$ cat config.mk
export PLATFORM = sky130hd
export DESIGN_NAME = binary_frame_parser_crc32
export DESIGN_NICKNAME = d
export VERILOG_FILES = /design/src/hw/rtl/bfp_pkg.sv /design/src/hw/rtl/bfp_framer.sv /design/src/hw/rtl/bfp_queue.sv /design/src/hw/rtl/binary_frame_parser_crc32.sv
export SDC_FILE = /design/constraint.sdc
export NUM_CORES = 1
export LEC_CHECK = 0
export ABC_AREA = 1
export BUFFER_PORTS_ARGS = -buffer_cell sky130_fd_sc_hd__buf_2
export CAP_MARGIN = 20
export CORE_ASPECT_RATIO = 1.75
export CORE_MARGIN = 3
export CORE_UTILIZATION = 60
export DETAILED_ROUTE_END_ITERATION = 8
export MAX_ROUTING_LAYER = met4
export PLACE_DENSITY_LB_ADDON = 0.15
export SLEW_MARGIN = 20
export SYNTH_ARGS = -nofsm -noshare
export SYNTH_HDL_FRONTEND = slang
export SYNTH_SLANG_ARGS = --single-unit
export TNS_END_PERCENT = 10
$ cat constraint.sdc
create_clock -name clk -period 9.67 [get_ports clk]
set_clock_uncertainty 0.1 [all_clocks]
set_input_delay 1.934 -clock clk [delete_from_list [all_inputs] [get_ports clk]]
set_output_delay 1.934 -clock clk [all_outputs]
set_load 0.005 [all_outputs]
$ cat src/hw/rtl/bfp_pkg.sv
// Shared types, constants and CRC function of the binary frame parser.
`timescale 1ns / 1ps

package bfp_pkg;

    localparam int HdrLen     = 24;
    localparam int TrailerLen = 4;
    localparam int QueueDepth = 4;

    localparam logic [31:0] CrcPoly = 32'hEDB88320;

    localparam logic [7:0] FirstSyncReset  = 8'hAA;
    localparam logic [7:0] SecondSyncReset = 8'h44;
    localparam logic [7:0] ThirdSyncReset  = 8'hB5;

    // Configuration register indexes
    localparam logic [1:0] RegFirstSync  = 2'd0;
    localparam logic [1:0] RegSecondSync = 2'd1;
    localparam logic [1:0] RegThirdSync  = 2'd2;

    // Result kinds
    localparam logic KindPayload  = 1'b0;
    localparam logic KindFrameEnd = 1'b1;

    // Framer phases, one-hot
    typedef enum logic [5:0] {
        PH_SYNC1   = 6'b000001,
        PH_SYNC2   = 6'b000010,
        PH_SYNC3   = 6'b000100,
        PH_HEADER  = 6'b001000,
        PH_PAYLOAD = 6'b010000,
        PH_TRAILER = 6'b100000
    } phase_t;

    typedef struct packed {
        logic        kind;
        logic [7:0]  data_byte;
        logic [8:0]  byte_offset;
        logic [15:0] message_id;
        logic [9:0]  payload_length;
        logic [15:0] week_number;
        logic [31:0] ms_of_week;
        logic [7:0]  time_status;
        logic [31:0] received_crc;
        logic        crc_ok;
    } result_t;

    // Reflected CRC-32 update by one byte
    function automatic logic [31:0] crc32_byte(input logic [31:0] crc, input logic [7:0] b);
        logic [31:0] c;
        c = crc ^ {24'h0, b};
        for (int k = 0; k < 8; k++) begin
            c = (c >> 1) ^ (c[0] ? CrcPoly : 32'h0);
        end
        return c;
    endfunction

endpackage

$ cat src/hw/rtl/bfp_framer.sv
// Front end: sync hunt, header capture, length choice, CRC and result build.
`timescale 1ns / 1ps

module bfp_framer #(
    parameter int MAX_PAYLOAD = 512
) (
    input  logic              clk,
    input  logic              rst_n,
    input  logic              cfg_valid,
    input  logic [1:0]        cfg_index,
    input  logic [7:0]        cfg_data,
    input  logic              byte_valid,
    input  logic [7:0]        rx_byte,
    output logic              push,
    output bfp_pkg::result_t  result
);

    localparam int LW = $clog2(MAX_PAYLOAD + 1);
    localparam logic [15:0] MaxLen = 16'(MAX_PAYLOAD);
    localparam logic [4:0]  HdrLast = 5'(bfp_pkg::HdrLen - 1);
    localparam logic [1:0]  TrlLast = 2'(bfp_pkg::TrailerLen - 1);

    logic [7:0] first_sync_reg, second_sync_reg, third_sync_reg;

    bfp_pkg::phase_t phase_reg, phase_next;
    logic [4:0]  hdr_idx_reg, hdr_idx_next;
    logic [LW-1:0] pay_idx_reg, pay_idx_next;
    logic [LW-1:0] len_reg, len_next;
    logic [1:0]  trl_idx_reg, trl_idx_next;
    logic [31:0] crc_reg, crc_next;
    logic [23:0] trl_reg, trl_next;

    // Header bytes that are used later
    logic [7:0]  hs0_reg, hs1_reg, hs2_reg;
    logic [7:0]  hs0_next, hs1_next, hs2_next;
    logic [15:0] msg_id_reg, msg_id_next;
    logic [15:0] len_raw_reg, len_raw_next;
    logic [7:0]  tstat_reg, tstat_next;
    logic [15:0] week_reg, week_next;
    logic [31:0] ms_reg, ms_next;

    logic [31:0] crc_seed, crc_upd;
    logic [15:0] len_le, len_sw, len_a, len_sub;
    logic        fit_le, fit_sw, fit_a, fit_sub, sync_ok;
    logic [15:0] len_pick;
    logic        len_ok;
    logic [31:0] rcv_crc;

    always_ff @(posedge clk or negedge rst_n)
    begin
        if (!rst_n)
        begin
            first_sync_reg  <= bfp_pkg::FirstSyncReset;
            second_sync_reg <= bfp_pkg::SecondSyncReset;
            third_sync_reg  <= bfp_pkg::ThirdSyncReset;
        end
        else if (cfg_valid)
        begin
            unique case (cfg_index)
                bfp_pkg::RegFirstSync:  first_sync_reg  <= cfg_data;
                bfp_pkg::RegSecondSync: second_sync_reg <= cfg_data;
                bfp_pkg::RegThirdSync:  third_sync_reg  <= cfg_data;
                default: ;
            endcase
        end
    end

    assign crc_seed = (phase_reg == bfp_pkg::PH_SYNC1) ? 32'h0 : crc_reg;
    assign crc_upd  = bfp_pkg::crc32_byte(crc_seed, rx_byte);

    // Length choice with fallbacks
    assign len_le  = len_raw_reg;
    assign len_sw  = {len_raw_reg[7:0], len_raw_reg[15:8]};
    assign fit_le  = (len_le <= MaxLen);
    assign fit_sw  = (len_sw <= MaxLen);
    assign len_a   = (!fit_le && fit_sw) ? len_sw : len_le;
    assign fit_a   = (len_a <= MaxLen);
    assign len_sub = len_a - 16'd4;
    assign fit_sub = (len_a >= 16'd4) && (len_sub <= MaxLen);
    assign len_pick = fit_a ? len_a : len_sub;
    assign sync_ok = (hs0_reg == first_sync_reg) && (hs1_reg == second_sync_reg)
                  && (hs2_reg == third_sync_reg);
    assign len_ok  = sync_ok && (fit_a || fit_sub);

    assign rcv_crc = {rx_byte, trl_reg};

    always_comb
    begin
        phase_next   = phase_reg;
        hdr_idx_next = hdr_idx_reg;
        pay_idx_next = pay_idx_reg;
        len_next     = len_reg;
        trl_idx_next = trl_idx_reg;
        crc_next     = crc_reg;
        trl_next     = trl_reg;
        hs0_next     = hs0_reg;
        hs1_next     = hs1_reg;
        hs2_next     = hs2_reg;
        msg_id_next  = msg_id_reg;
        len_raw_next = len_raw_reg;
        tstat_next   = tstat_reg;
        week_next    = week_reg;
        ms_next      = ms_reg;
        push         = 1'b0;
        result       = '0;

        if (byte_valid)
        begin
            unique case (phase_reg)
                bfp_pkg::PH_SYNC2:
                begin
                    if (rx_byte == second_sync_reg)
                    begin
                        hs1_next   = rx_byte;
                        crc_next   = crc_upd;
                        phase_next = bfp_pkg::PH_SYNC3;
                    end
                    else
                    begin
                        phase_next = bfp_pkg::PH_SYNC1;
                    end
                end
                bfp_pkg::PH_SYNC3:
                begin
                    if (rx_byte == third_sync_reg)
                    begin
                        hs2_next     = rx_byte;
                        crc_next     = crc_upd;
                        hdr_idx_next = 5'd3;
                        phase_next   = bfp_pkg::PH_HEADER;
                    end
                    else
                    begin
                        phase_next = bfp_pkg::PH_SYNC1;
                    end
                end
                bfp_pkg::PH_HEADER:
                begin
                    crc_next     = crc_upd;
                    hdr_idx_next = hdr_idx_reg + 5'd1;
                    unique case (hdr_idx_reg)
                        5'd4:  msg_id_next[7:0]   = rx_byte;
                        5'd5:  msg_id_next[15:8]  = rx_byte;
                        5'd6:  len_raw_next[7:0]  = rx_byte;
                        5'd7:  len_raw_next[15:8] = rx_byte;
                        5'd9:  tstat_next         = rx_byte;
                        5'd10: week_next[7:0]     = rx_byte;
                        5'd11: week_next[15:8]    = rx_byte;
                        5'd12: ms_next[7:0]       = rx_byte;
                        5'd13: ms_next[15:8]      = rx_byte;
                        5'd14: ms_next[23:16]     = rx_byte;
                        5'd15: ms_next[31:24]     = rx_byte;
                        default: ;
                    endcase
                    if (hdr_idx_reg == HdrLast)
                    begin
                        if (!len_ok)
                        begin
                            phase_next = bfp_pkg::PH_SYNC1;
                        end
                        else
                        begin
                            len_next     = LW'(len_pick);
                            pay_idx_next = '0;
                            trl_idx_next = '0;
                            phase_next   = (len_pick == 16'd0) ? bfp_pkg::PH_TRAILER
                                                               : bfp_pkg::PH_PAYLOAD;
                        end
                    end
                end
                bfp_pkg::PH_PAYLOAD:
                begin
                    push               = 1'b1;
                    result.kind        = bfp_pkg::KindPayload;
                    result.data_byte   = rx_byte;
                    result.byte_offset = 9'(pay_idx_reg);
                    crc_next           = crc_upd;
                    pay_idx_next       = pay_idx_reg + LW'(1);
                    if (pay_idx_next == len_reg)
                    begin
                        trl_idx_next = '0;
                        phase_next   = bfp_pkg::PH_TRAILER;
                    end
                end
                bfp_pkg::PH_TRAILER:
                begin
                    trl_idx_next = trl_idx_reg + 2'd1;
                    unique case (trl_idx_reg)
                        2'd0:    trl_next[7:0]   = rx_byte;
                        2'd1:    trl_next[15:8]  = rx_byte;
                        2'd2:    trl_next[23:16] = rx_byte;
                        default: ;
                    endcase
                    if (trl_idx_reg == TrlLast)
                    begin
                        push                  = 1'b1;
                        result.kind           = bfp_pkg::KindFrameEnd;
                        result.message_id     = msg_id_reg;
                        result.payload_length = 10'(len_reg);
                        result.week_number    = week_reg;
                        result.ms_of_week     = ms_reg;
                        result.time_status    = tstat_reg;
                        result.received_crc   = rcv_crc;
                        result.crc_ok         = (crc_reg == rcv_crc);
                        phase_next            = bfp_pkg::PH_SYNC1;
                    end
                end
                default:
                begin
                    // Hunt for the first sync byte; stray codes land here too
                    if (rx_byte == first_sync_reg)
                    begin
                        hs0_next   = rx_byte;
                        crc_next   = crc_upd;
                        phase_next = bfp_pkg::PH_SYNC2;
                    end
                    else
                    begin
                        phase_next = bfp_pkg::PH_SYNC1;
                    end
                end
            endcase
        end
    end

    always_ff @(posedge clk or negedge rst_n)
    begin
        if (!rst_n)
        begin
            phase_reg   <= bfp_pkg::PH_SYNC1;
            hdr_idx_reg <= '0;
            pay_idx_reg <= '0;
            len_reg     <= '0;
            trl_idx_reg <= '0;
            crc_reg     <= '0;
        end
        else
        begin
            phase_reg   <= phase_next;
            hdr_idx_reg <= hdr_idx_next;
            pay_idx_reg <= pay_idx_next;
            len_reg     <= len_next;
            trl_idx_reg <= trl_idx_next;
            crc_reg     <= crc_next;
        end
    end

    always_ff @(posedge clk)
    begin
        trl_reg     <= trl_next;
        hs0_reg     <= hs0_next;
        hs1_reg     <= hs1_next;
        hs2_reg     <= hs2_next;
        msg_id_reg  <= msg_id_next;
        len_raw_reg <= len_raw_next;
        tstat_reg   <= tstat_next;
        week_reg    <= week_next;
        ms_reg      <= ms_next;
    end

endmodule

$ cat src/hw/rtl/bfp_queue.sv
// Back end: short result queue that drives the output stream.
`timescale 1ns / 1ps

module bfp_queue (
    input  logic              clk,
    input  logic              rst_n,
    input  logic              push,
    input  bfp_pkg::result_t  push_data,
    output logic              full,
    output logic              out_valid,
    input  logic              out_ready,
    output bfp_pkg::result_t  out_data
);

    localparam int PW = $clog2(bfp_pkg::QueueDepth);
    localparam int CW = $clog2(bfp_pkg::QueueDepth + 1);

    bfp_pkg::result_t entry_reg [bfp_pkg::QueueDepth];
    logic [PW-1:0] wr_ptr_reg, rd_ptr_reg;
    logic [CW-1:0] count_reg, count_next;
    logic          pop;

    assign full      = (count_reg == CW'(bfp_pkg::QueueDepth));
    assign out_valid = (count_reg != '0);
    assign out_data  = entry_reg[rd_ptr_reg];
    assign pop       = out_valid && out_ready;

    always_comb
    begin
        count_next = count_reg;
        if (push && !pop)
        begin
            count_next = count_reg + CW'(1);
        end
        else if (pop && !push)
        begin
            count_next = count_reg - CW'(1);
        end
    end

    always_ff @(posedge clk)
    begin
        if (push)
        begin
            entry_reg[wr_ptr_reg] <= push_data;
        end
    end

    always_ff @(posedge clk or negedge rst_n)
    begin
        if (!rst_n)
        begin
            wr_ptr_reg <= '0;
            rd_ptr_reg <= '0;
            count_reg  <= '0;
        end
        else
        begin
            if (push)
            begin
                wr_ptr_reg <= wr_ptr_reg + PW'(1);
            end
            if (pop)
            begin
                rd_ptr_reg <= rd_ptr_reg + PW'(1);
            end
            count_reg <= count_next;
        end
    end

endmodule

$ cat src/hw/rtl/binary_frame_parser_crc32.sv
// Top level of the binary frame parser with CRC-32 check.
//
// Input stream s_*: one received byte per transfer in s_tdata[7:0].
// Output stream m_*: m_tuser is the result kind (0 payload byte, 1 frame end);
// m_tdata carries the payload byte and its offset, or the header fields, the
// received CRC and the CRC match flag, unused fields zero.
// Config channel cfg_*: cfg_index 0..2 selects first, second, third sync byte;
// other indexes are ignored. Writes are taken every cycle.
// Throughput: one byte per cycle while s_tready is high. The framer classifies a byte
// and builds its result in the cycle it is accepted; the result is registered
// in a 4-entry queue and shown on m_* once it reaches the queue head.
// A stalled receiver lets the queue fill; s_tready drops only when the queue
// is full and rises as soon as one entry drains.
// Reset: sync bytes return to AA 44 B5, the framer hunts for the first sync
// byte and the queue empties.
`timescale 1ns / 1ps

module binary_frame_parser_crc32 #(
    parameter int MAX_PAYLOAD = 512
) (
    input  logic         clk,
    input  logic         rst_n,
    input  logic         s_tvalid,
    output logic         s_tready,
    input  logic [7:0]   s_tdata,     // [7:0] rx_byte
    output logic         m_tvalid,
    input  logic         m_tready,
    output logic [135:0] m_tdata,     // data_byte, byte_offset, message_id,
                                      // payload_length, week_number, ms_of_week,
                                      // time_status, received_crc, crc_ok, pad
    output logic         m_tuser,     // [0] kind
    input  logic         cfg_valid,
    output logic         cfg_ready,
    input  logic [1:0]   cfg_index,
    input  logic [7:0]   cfg_data
);

    logic              full;
    logic              push;
    bfp_pkg::result_t  push_data;
    bfp_pkg::result_t  head;

    assign s_tready  = !full;
    assign cfg_ready = 1'b1;

    bfp_framer #(
        .MAX_PAYLOAD(MAX_PAYLOAD)
    ) u_framer (
        .clk       (clk),
        .rst_n     (rst_n),
        .cfg_valid (cfg_valid),
        .cfg_index (cfg_index),
        .cfg_data  (cfg_data),
        .byte_valid(s_tvalid && !full),
        .rx_byte   (s_tdata),
        .push      (push),
        .result    (push_data)
    );

    bfp_queue u_queue (
        .clk      (clk),
        .rst_n    (rst_n),
        .push     (push),
        .push_data(push_data),
        .full     (full),
        .out_valid(m_tvalid),
        .out_ready(m_tready),
        .out_data (head)
    );

    assign m_tuser = head.kind;
    assign m_tdata = {4'b0000, head.crc_ok, head.received_crc, head.time_status,
                      head.ms_of_week, head.week_number, head.payload_length,
                      head.message_id, head.byte_offset, head.data_byte};

endmodule

Word level (Yosys, flattened, before mapping)
Memory sizes are Yosys's and may differ from the RTL's.
Cells that the tools add are included.

storage, ports and cells
  memories kept = 1
  output and inout port bits = 140
  input port bits = 23
  register bits = 232
  bits in writable memories = 532

operators by class
  reduce and logical (&&, ||, !) cells = 51
  $add $sub $neg = 8
  multiplexer cells = 45
  equal/unequal tests = 38
  bitwise operators = 11
  magnitude comparators = 5

memories
  name               depth  bits a word  read ports  clocked after Yosys merged registers in  wr ports  line             source
  u_queue.entry_reg  4      133          1           0                                        1         bfp_queue.sv:18  bfp_pkg::result_t entry_reg [bfp_pkg::QueueDepth];

operators by type and width
  cell                                                                                   number
  32-bit 2-to-1 mux                                                                      12
  31-bit by 32-bit bitwise XOR with 32-bit output                                        8
  115-bit 2-to-1 mux                                                                     2
  133-bit 2-to-1 mux                                                                     1
  32-bit one-hot mux with 4 select lines                                                 1
  16-bit by 10-bit less-or-equal comparator with 1-bit output (second input constant)    4
  3-bit AND reduction                                                                    18
  8-bit == test                                                                          6
  5-bit by 4-bit == test with 1-bit output (second input constant)                       7
  32-bit == test                                                                         1
  16-bit 2-to-1 mux                                                                      2
  32-bit by 8-bit bitwise XOR with 32-bit output                                         1
  6-bit 2-to-1 mux                                                                       5
  6-bit one-hot mux with 5 select lines                                                  1
  5-bit by 3-bit == test with 1-bit output (second input constant)                       4
  10-bit 2-to-1 mux                                                                      2
  10-bit one-hot mux with 2 select lines                                                 1
  17-bit 2-to-1 mux                                                                      1
  16-bit by 3-bit greater-or-equal comparator with 1-bit output (second input constant)  1
  16-bit logical NOT                                                                     1
  16-bit by 3-bit subtractor with 16-bit output (second input constant)                  1
  2-bit by 1-bit inequality test with 1-bit output (second input constant)               6
  4-bit AND reduction                                                                    3
  10-bit by 1-bit adder with 10-bit output (second input constant)                       1
  other kinds (35)                                                                       68

Longest topological paths before layout
  depth after elaboration = 21
  depth in mapped cells = 25

Hierarchy
From an unflattened synthesis, not the netlist that was laid out.

unflattened totals
  cells, all modules = 2971
  area, all modules = 33702.3 um^2

by module, submodules not included
  module                     instances  area each (um^2)  cells each  sequential area each (um^2)
  bfp_queue                  1          21478.1           1607        16150.5
  bfp_framer                 1          12165.4           1354        6326.1
  binary_frame_parser_crc32  1          58.8              10          0.0

Worst setup path after synthesis
OpenSTA, ideal clock, no wires.

  path type = input -> register
  from = in s_tvalid
  to = mem u_queue.entry_reg[0][0] in the netlist's numbering, enable pin
  slack = 0.809 ns
  arrival time = 8.134 ns
  setup time = 0.628 ns
  stages on the path = 4
  data required time = 8.942 ns
  cell sequence = nand2_1 > nor3_2 > nor2_1 > nor2_1

between the ends
  cells in the longest elaborated chain, start to end = 4

ends and longest elaborated chain
  item                                    line                             source
  start: declaration                      binary_frame_parser_crc32.sv:23  input logic s_tvalid,
  1-bit logical AND                       binary_frame_parser_crc32.sv:54  .byte_valid(s_tvalid && !full),
  1-bit 2-to-1 mux                        bfp_framer.sv:107                if (byte_valid)
  1-bit 2-to-1 mux                        bfp_queue.sv:43                  if (push)
  1-bit 2-to-1 mux (implied by the code)  bfp_queue.sv:45                  entry_reg[wr_ptr_reg] <= push_data;
  end: declaration                        bfp_queue.sv:18

No other way between the ends.

Final worst setup path
  from = reg u_queue.rd_ptr_reg[0]
  to = out m_tdata[110]

between the ends
  cells in the longest elaborated chain, start to end = 1

ends and longest elaborated chain
  item                      line                             source
  start: declaration        bfp_queue.sv:19                  logic [PW-1:0] wr_ptr_reg, rd_ptr_reg;
  start signal: assignment  bfp_queue.sv:65                  rd_ptr_reg <= rd_ptr_reg + PW'(1);
  memory read 4 x 133 bit   n/a
  end: declaration          binary_frame_parser_crc32.sv:28  output logic [135:0] m_tdata,

No other way between the ends.

==> impl_metrics.prom <==
# TYPE chip_impl_metric gauge
chip_impl_metric{name="cellPowerDensity",unit="nW/µm²"} 247
chip_impl_info{name="cp_top_family",value="buffers and inverters"} 1
chip_impl_metric{name="finalNetCount",unit=""} 2889
chip_impl_metric{name="detailed_route_wl",unit="mm"} 79.8
chip_impl_metric{name="gr-usage-all-layers",unit=""} 0.287
chip_impl_metric{name="global_route_wire_length_before_repair",unit="mm"} 121
chip_impl_metric{name="post-route-min-period",unit="ps"} 6310
chip_impl_info{name="cell_with_the_largest_stage_delay_on_the_worst_path",value="sky130_fd_sc_hd__dfrtp_4"} 1
chip_impl_metric{name="floorplan.die_area",unit="µm²"} 56500
chip_impl_metric{name="synth_simple_gate_area_share",unit=""} 0.119
chip_impl_metric{name="critPathBufInv",unit=""} 3
chip_impl_info{name="timing.critical_path.to_type",value="primary output"} 1
chip_impl_metric{name="max_freq",unit="GHz"} 0.158
chip_impl_metric{name="placement.setup.worst_slack",unit="ps"} 4020
chip_impl_info{name="rsz0062_at_grt",value="false"} 1
chip_impl_metric{name="hold_viol",unit=""} 0
chip_impl_metric{name="synth_seq_area_share",unit=""} 0.699
chip_impl_metric{name="cts_max_path_buffers",unit=""} 3
chip_impl_metric{name="number_of_warning_messages_in_the_yosys_log",unit=""} 0
chip_impl_metric{name="grt_start_max_net_pins",unit=""} 151
chip_impl_metric{name="post_synth_adder_cell_area",unit=""} 0.00763
chip_impl_metric{name="clkSinkCount",unit=""} 764
chip_impl_metric{name="setup_violations",unit=""} 0
chip_impl_metric{name="avg_wl_per_cell",unit="µm"} 22.3
chip_impl_metric{name="drc",unit=""} 0
chip_impl_metric{name="final.setup.tns",unit="ps"} 0
chip_impl_metric{name="via_per_inst",unit=""} 5.85
chip_impl_metric{name="ys_ff_latch",unit=""} 764
chip_impl_metric{name="fillCellCount",unit=""} 3925
chip_impl_metric{name="multi_input_area",unit="µm²"} 8320
chip_impl_metric{name="peakVddDrop",unit="mV"} 0.169
chip_impl_metric{name="worst_path_clk_slew",unit="ps"} 70
chip_impl_info{name="path_common_cell",value="sky130_fd_sc_hd__buf_4"} 1
chip_impl_metric{name="hold_slack",unit="ps"} 394
chip_impl_metric{name="dr_total_vias",unit=""} 20946
chip_impl_info{name="ys.flop_type",value="sky130_fd_sc_hd__edfxtp_1"} 1
chip_impl_metric{name="complex_gate_fraction_of_the_synthesized_area",unit=""} 0.0917
chip_impl_metric{name="routabilityCongestion",unit=""} 0.944
chip_impl_metric{name="synth_instances",unit=""} 2729
chip_impl_info{name="worstSetupPathType",value="flop to primary output"} 1
chip_impl_metric{name="arrival_worst_endpoint",unit="ps"} 4280
chip_impl_metric{name="die_h",unit="µm"} 312
chip_impl_metric{name="worst_path_max_fanout",unit=""} 102
chip_impl_metric{name="cap_viol_max_count",unit=""} 0
chip_impl_metric{name="synthToLayoutAreaGrowth",unit="%"} 10.3
chip_impl_metric{name="floorplan.initialDensity",unit=""} 0.611
chip_impl_metric{name="cts.htree.levels",unit=""} 2
chip_impl_metric{name="synth_enable_flop_cells",unit=""} 668
chip_impl_metric{name="die_w",unit="µm"} 181
chip_impl_info{name="crit_path_start_kind",value="flop"} 1
chip_impl_metric{name="layout_setup_ws",unit="ps"} 3360
chip_impl_metric{name="post_syn_area",unit="µm²"} 32200
chip_impl_metric{name="seqCellArea",unit="µm²"} 22500
chip_impl_metric{name="synth_area_per_cell",unit="µm²"} 11.8
chip_impl_metric{name="report.final.slew_viol_count",unit=""} 0
chip_impl_metric{name="synth_mux_area_frac",unit=""} 0
chip_impl_info{name="synth_top_family_by_area",value="simple AND/OR/NAND/NOR gates"} 1
chip_impl_metric{name="cts_buf_count",unit=""} 61
chip_impl_metric{name="xor_and_xnor_fraction_of_the_mapped_netlist_area",unit=""} 0.0391
chip_impl_metric{name="largest_register_ff_count",unit=""} 532
chip_impl_metric{name="grt_antenna_before_repair",unit=""} 3
chip_impl_info{name="clk_root_buf",value="sky130_fd_sc_hd__clkbuf_16"} 1
chip_impl_info{name="critical_path.cell_chain",value="buf_4 > buf_4 > o21ai_0 > o22ai_1 > buf_2"} 1
chip_impl_info{name="hold_path.class",value="flop to flop"} 1
chip_impl_metric{name="clock_latency",unit="ps"} 630
chip_impl_metric{name="synth_cell_type_count",unit=""} 58
chip_impl_metric{name="synthArstFlopShare",unit=""} 0.126
chip_impl_metric{name="boundaryPins",unit=""} 163
chip_impl_metric{name="fp-row-count",unit=""} 111
chip_impl_metric{name="layout_worst_path_cycle_share",unit=""} 0.653
chip_impl_metric{name="count_of_tritonroute_iterations_in_the_first_routing_pass",unit=""} 5
chip_impl_metric{name="post-cts-setup-buffers",unit=""} 0
chip_impl_metric{name="final_antenna_net_count",unit=""} 0
chip_impl_info{name="cts_tree",value="yes"} 1
chip_impl_metric{name="design.core.area",unit="µm²"} 52600
chip_impl_metric{name="post_dp_cell_area",unit="µm²"} 33500
chip_impl_metric{name="worst_slew_pin_slew",unit="ps"} 1130
chip_impl_metric{name="fraction_of_layout_cells_with_a_size_suffix_above_1",unit=""} 0.124
chip_impl_metric{name="required_time_of_the_critical_path",unit="ps"} 7640
chip_impl_metric{name="grt_overflow",unit=""} 0
chip_impl_metric{name="first_global_vias",unit=""} 21068
chip_impl_metric{name="fin_total_pwr",unit="mW"} 8.78
chip_impl_metric{name="critPathMaxStageDelay",unit="ps"} 1030
chip_impl_metric{name="fin_area",unit="µm²"} 35500
chip_impl_metric{name="place_hpwl",unit="mm"} 48.2
chip_impl_metric{name="place.port_buffers",unit=""} 157
chip_impl_metric{name="timing.max_slew.rel_slack",unit=""} 0.245
chip_impl_metric{name="number_of_drc_markers_in_iteration_0",unit=""} 1824
chip_impl_metric{name="cts_resized",unit=""} 0
chip_impl_info{name="run_status",value="finished, final reports clean"} 1
chip_impl_metric{name="power.static_leakage",unit="nW"} 12.6
chip_impl_metric{name="post_cts_hold_buffer_count",unit=""} 0
[where the power goes]
group	leakage (nW)	internal (mW)	switching [mW]
registers	6.83	3.65	0.207
clock network	0.964	1.32	1.13
logic	4.83	0.879	1.61
[layout by cell type, fill, tap and decap left out, drive strengths merged, types with 2 or more instances in the layout]
cell type / count
clkbuf: 73
o211ai: 2
dfstp: 12
dfrtp: 84
o31ai: 2
o22ai: 143
nor2: 509
nor4: 11
a21oi: 16
conb: 5
nor3: 10
nand3: 45
nand4: 19
ha: 18
nand2: 310
clkinv: 35
xnor2: 54
clkinvlp: 3
o221ai: 2
bufinv: 5
nand3b: 3
buf: 183
o21ai: 364
xor2: 76
and2: 2
edfxtp: 668
or2: 8
inv: 225
a211oi: 2
a221oi: 3
[area by class of cell]
cell class / count / share of cell area
flip-flops and latches: 764 / 0.634
clock buffers: 73 / 0.0451
diodes: 1 / 0.0000705
inverters: 225 / 0.0241
multi-input cells: 1612 / 0.235
well taps: 678 / 0.0239
clock inverters: 43 / 0.0100
repair buffers: 183 / 0.0284
[path summary, 6_finish.rpt]
kind / to / from / slack [ps] / cells after the start
worst max-delay path: m_tdata[110] / u_queue.rd_ptr_reg[0]$_DFFE_PN0P_ / 3360 / 5
min in group asynchronous: u_framer.len_reg[8]$_DFFE_PN0P_ / rst_n / 1170 / 1
max in group asynchronous: u_framer.third_sync_reg[6]$_DFFE_PN0P_ / rst_n / 7050 / 2
worst max register to register: u_queue.entry_reg[3][8]$_DFFE_PP_ / u_framer.phase_reg[2]$_DFFE_PN0P_ / 5360 / 8
worst min register to register: u_framer.pay_idx_reg[8]$_DFFE_PN0P_ / u_framer.pay_idx_reg[8]$_DFFE_PN0P_ / 390 / 2
worst min-delay path: u_framer.pay_idx_reg[8]$_DFFE_PN0P_ / u_framer.pay_idx_reg[8]$_DFFE_PN0P_ / 390 / 2
[per-stage QoR]
step,util,instances
2_1_floorplan,-,2732
3_3_place_gp,0.636,3461
3_5_place_dp,0.636,3461
4_1_cts,0.673,3577
5_1_grt,0.674,3579
6_report,0.674,3579
[worst register-to-register path: stages (launching register included)]
cell and delay (ps):
sky130_fd_sc_hd__dfrtp_1 420, sky130_fd_sc_hd__nor2_2 190, sky130_fd_sc_hd__nand2_1 100, sky130_fd_sc_hd__nor3_1 430, sky130_fd_sc_hd__inv_1 260, sky130_fd_sc_hd__nor3_2 570, sky130_fd_sc_hd__nor2_1 390, sky130_fd_sc_hd__nor2_4 560
sky130_fd_sc_hd__buf_4 840
[kinds of logic (layout without fill, tap and decap cells)]
logic type | after synthesis | count (layout)
buf+inv | 356 | 524
xor+xnor | 130 | 130
other cells | 2 | 6
fa+ha+maj | 19 | 19
simple gates | 920 | 920
compound gates | 538 | 538
flops | 764 | 764
[synthesized netlist by cell type (6+ instances only)]
cell type | count | area (µm²)
sky130_fd_sc_hd__edfxtp_1 | 668 | 20100
sky130_fd_sc_hd__inv_1 | 217 | 815
sky130_fd_sc_hd__dfrtp_1 | 84 | 2100
sky130_fd_sc_hd__nand2_1 | 297 | 1110
sky130_fd_sc_hd__ha_1 | 18 | 225
sky130_fd_sc_hd__o21ai_1 | 32 | 160
sky130_fd_sc_hd__nand2_2 | 12 | 75.1
sky130_fd_sc_hd__nor2_1 | 495 | 1860
sky130_fd_sc_hd__clkbuf_1 | 107 | 402
sky130_fd_sc_hd__nand3_1 | 38 | 190
sky130_fd_sc_hd__nor4_1 | 10 | 62.6
sky130_fd_sc_hd__buf_4 | 7 | 52.6
sky130_fd_sc_hd__xor2_1 | 68 | 596
sky130_fd_sc_hd__o21ai_0 | 330 | 1650
sky130_fd_sc_hd__dfstp_2 | 12 | 315
sky130_fd_sc_hd__o22ai_1 | 143 | 895
sky130_fd_sc_hd__xnor2_1 | 52 | 455
sky130_fd_sc_hd__nor3_1 | 8 | 40.0
sky130_fd_sc_hd__nor2_2 | 10 | 62.6
sky130_fd_sc_hd__a21oi_1 | 15 | 75.1
sky130_fd_sc_hd__buf_1 | 7 | 26.3
sky130_fd_sc_hd__or2_2 | 6 | 37.5
sky130_fd_sc_hd__nand4_1 | 18 | 113
[routing by layer]
layer  global-route usage  vias to the layer above  share of wire
li1                     -                     9670              -
met1                0.339                    10307           0.38
met2                0.494                      771           0.51
met3               0.0364                      198          0.059
met4                0.133                        0          0.052
met5                    -                        -              0
Note: power is estimated with default switching activity, not from simulation.
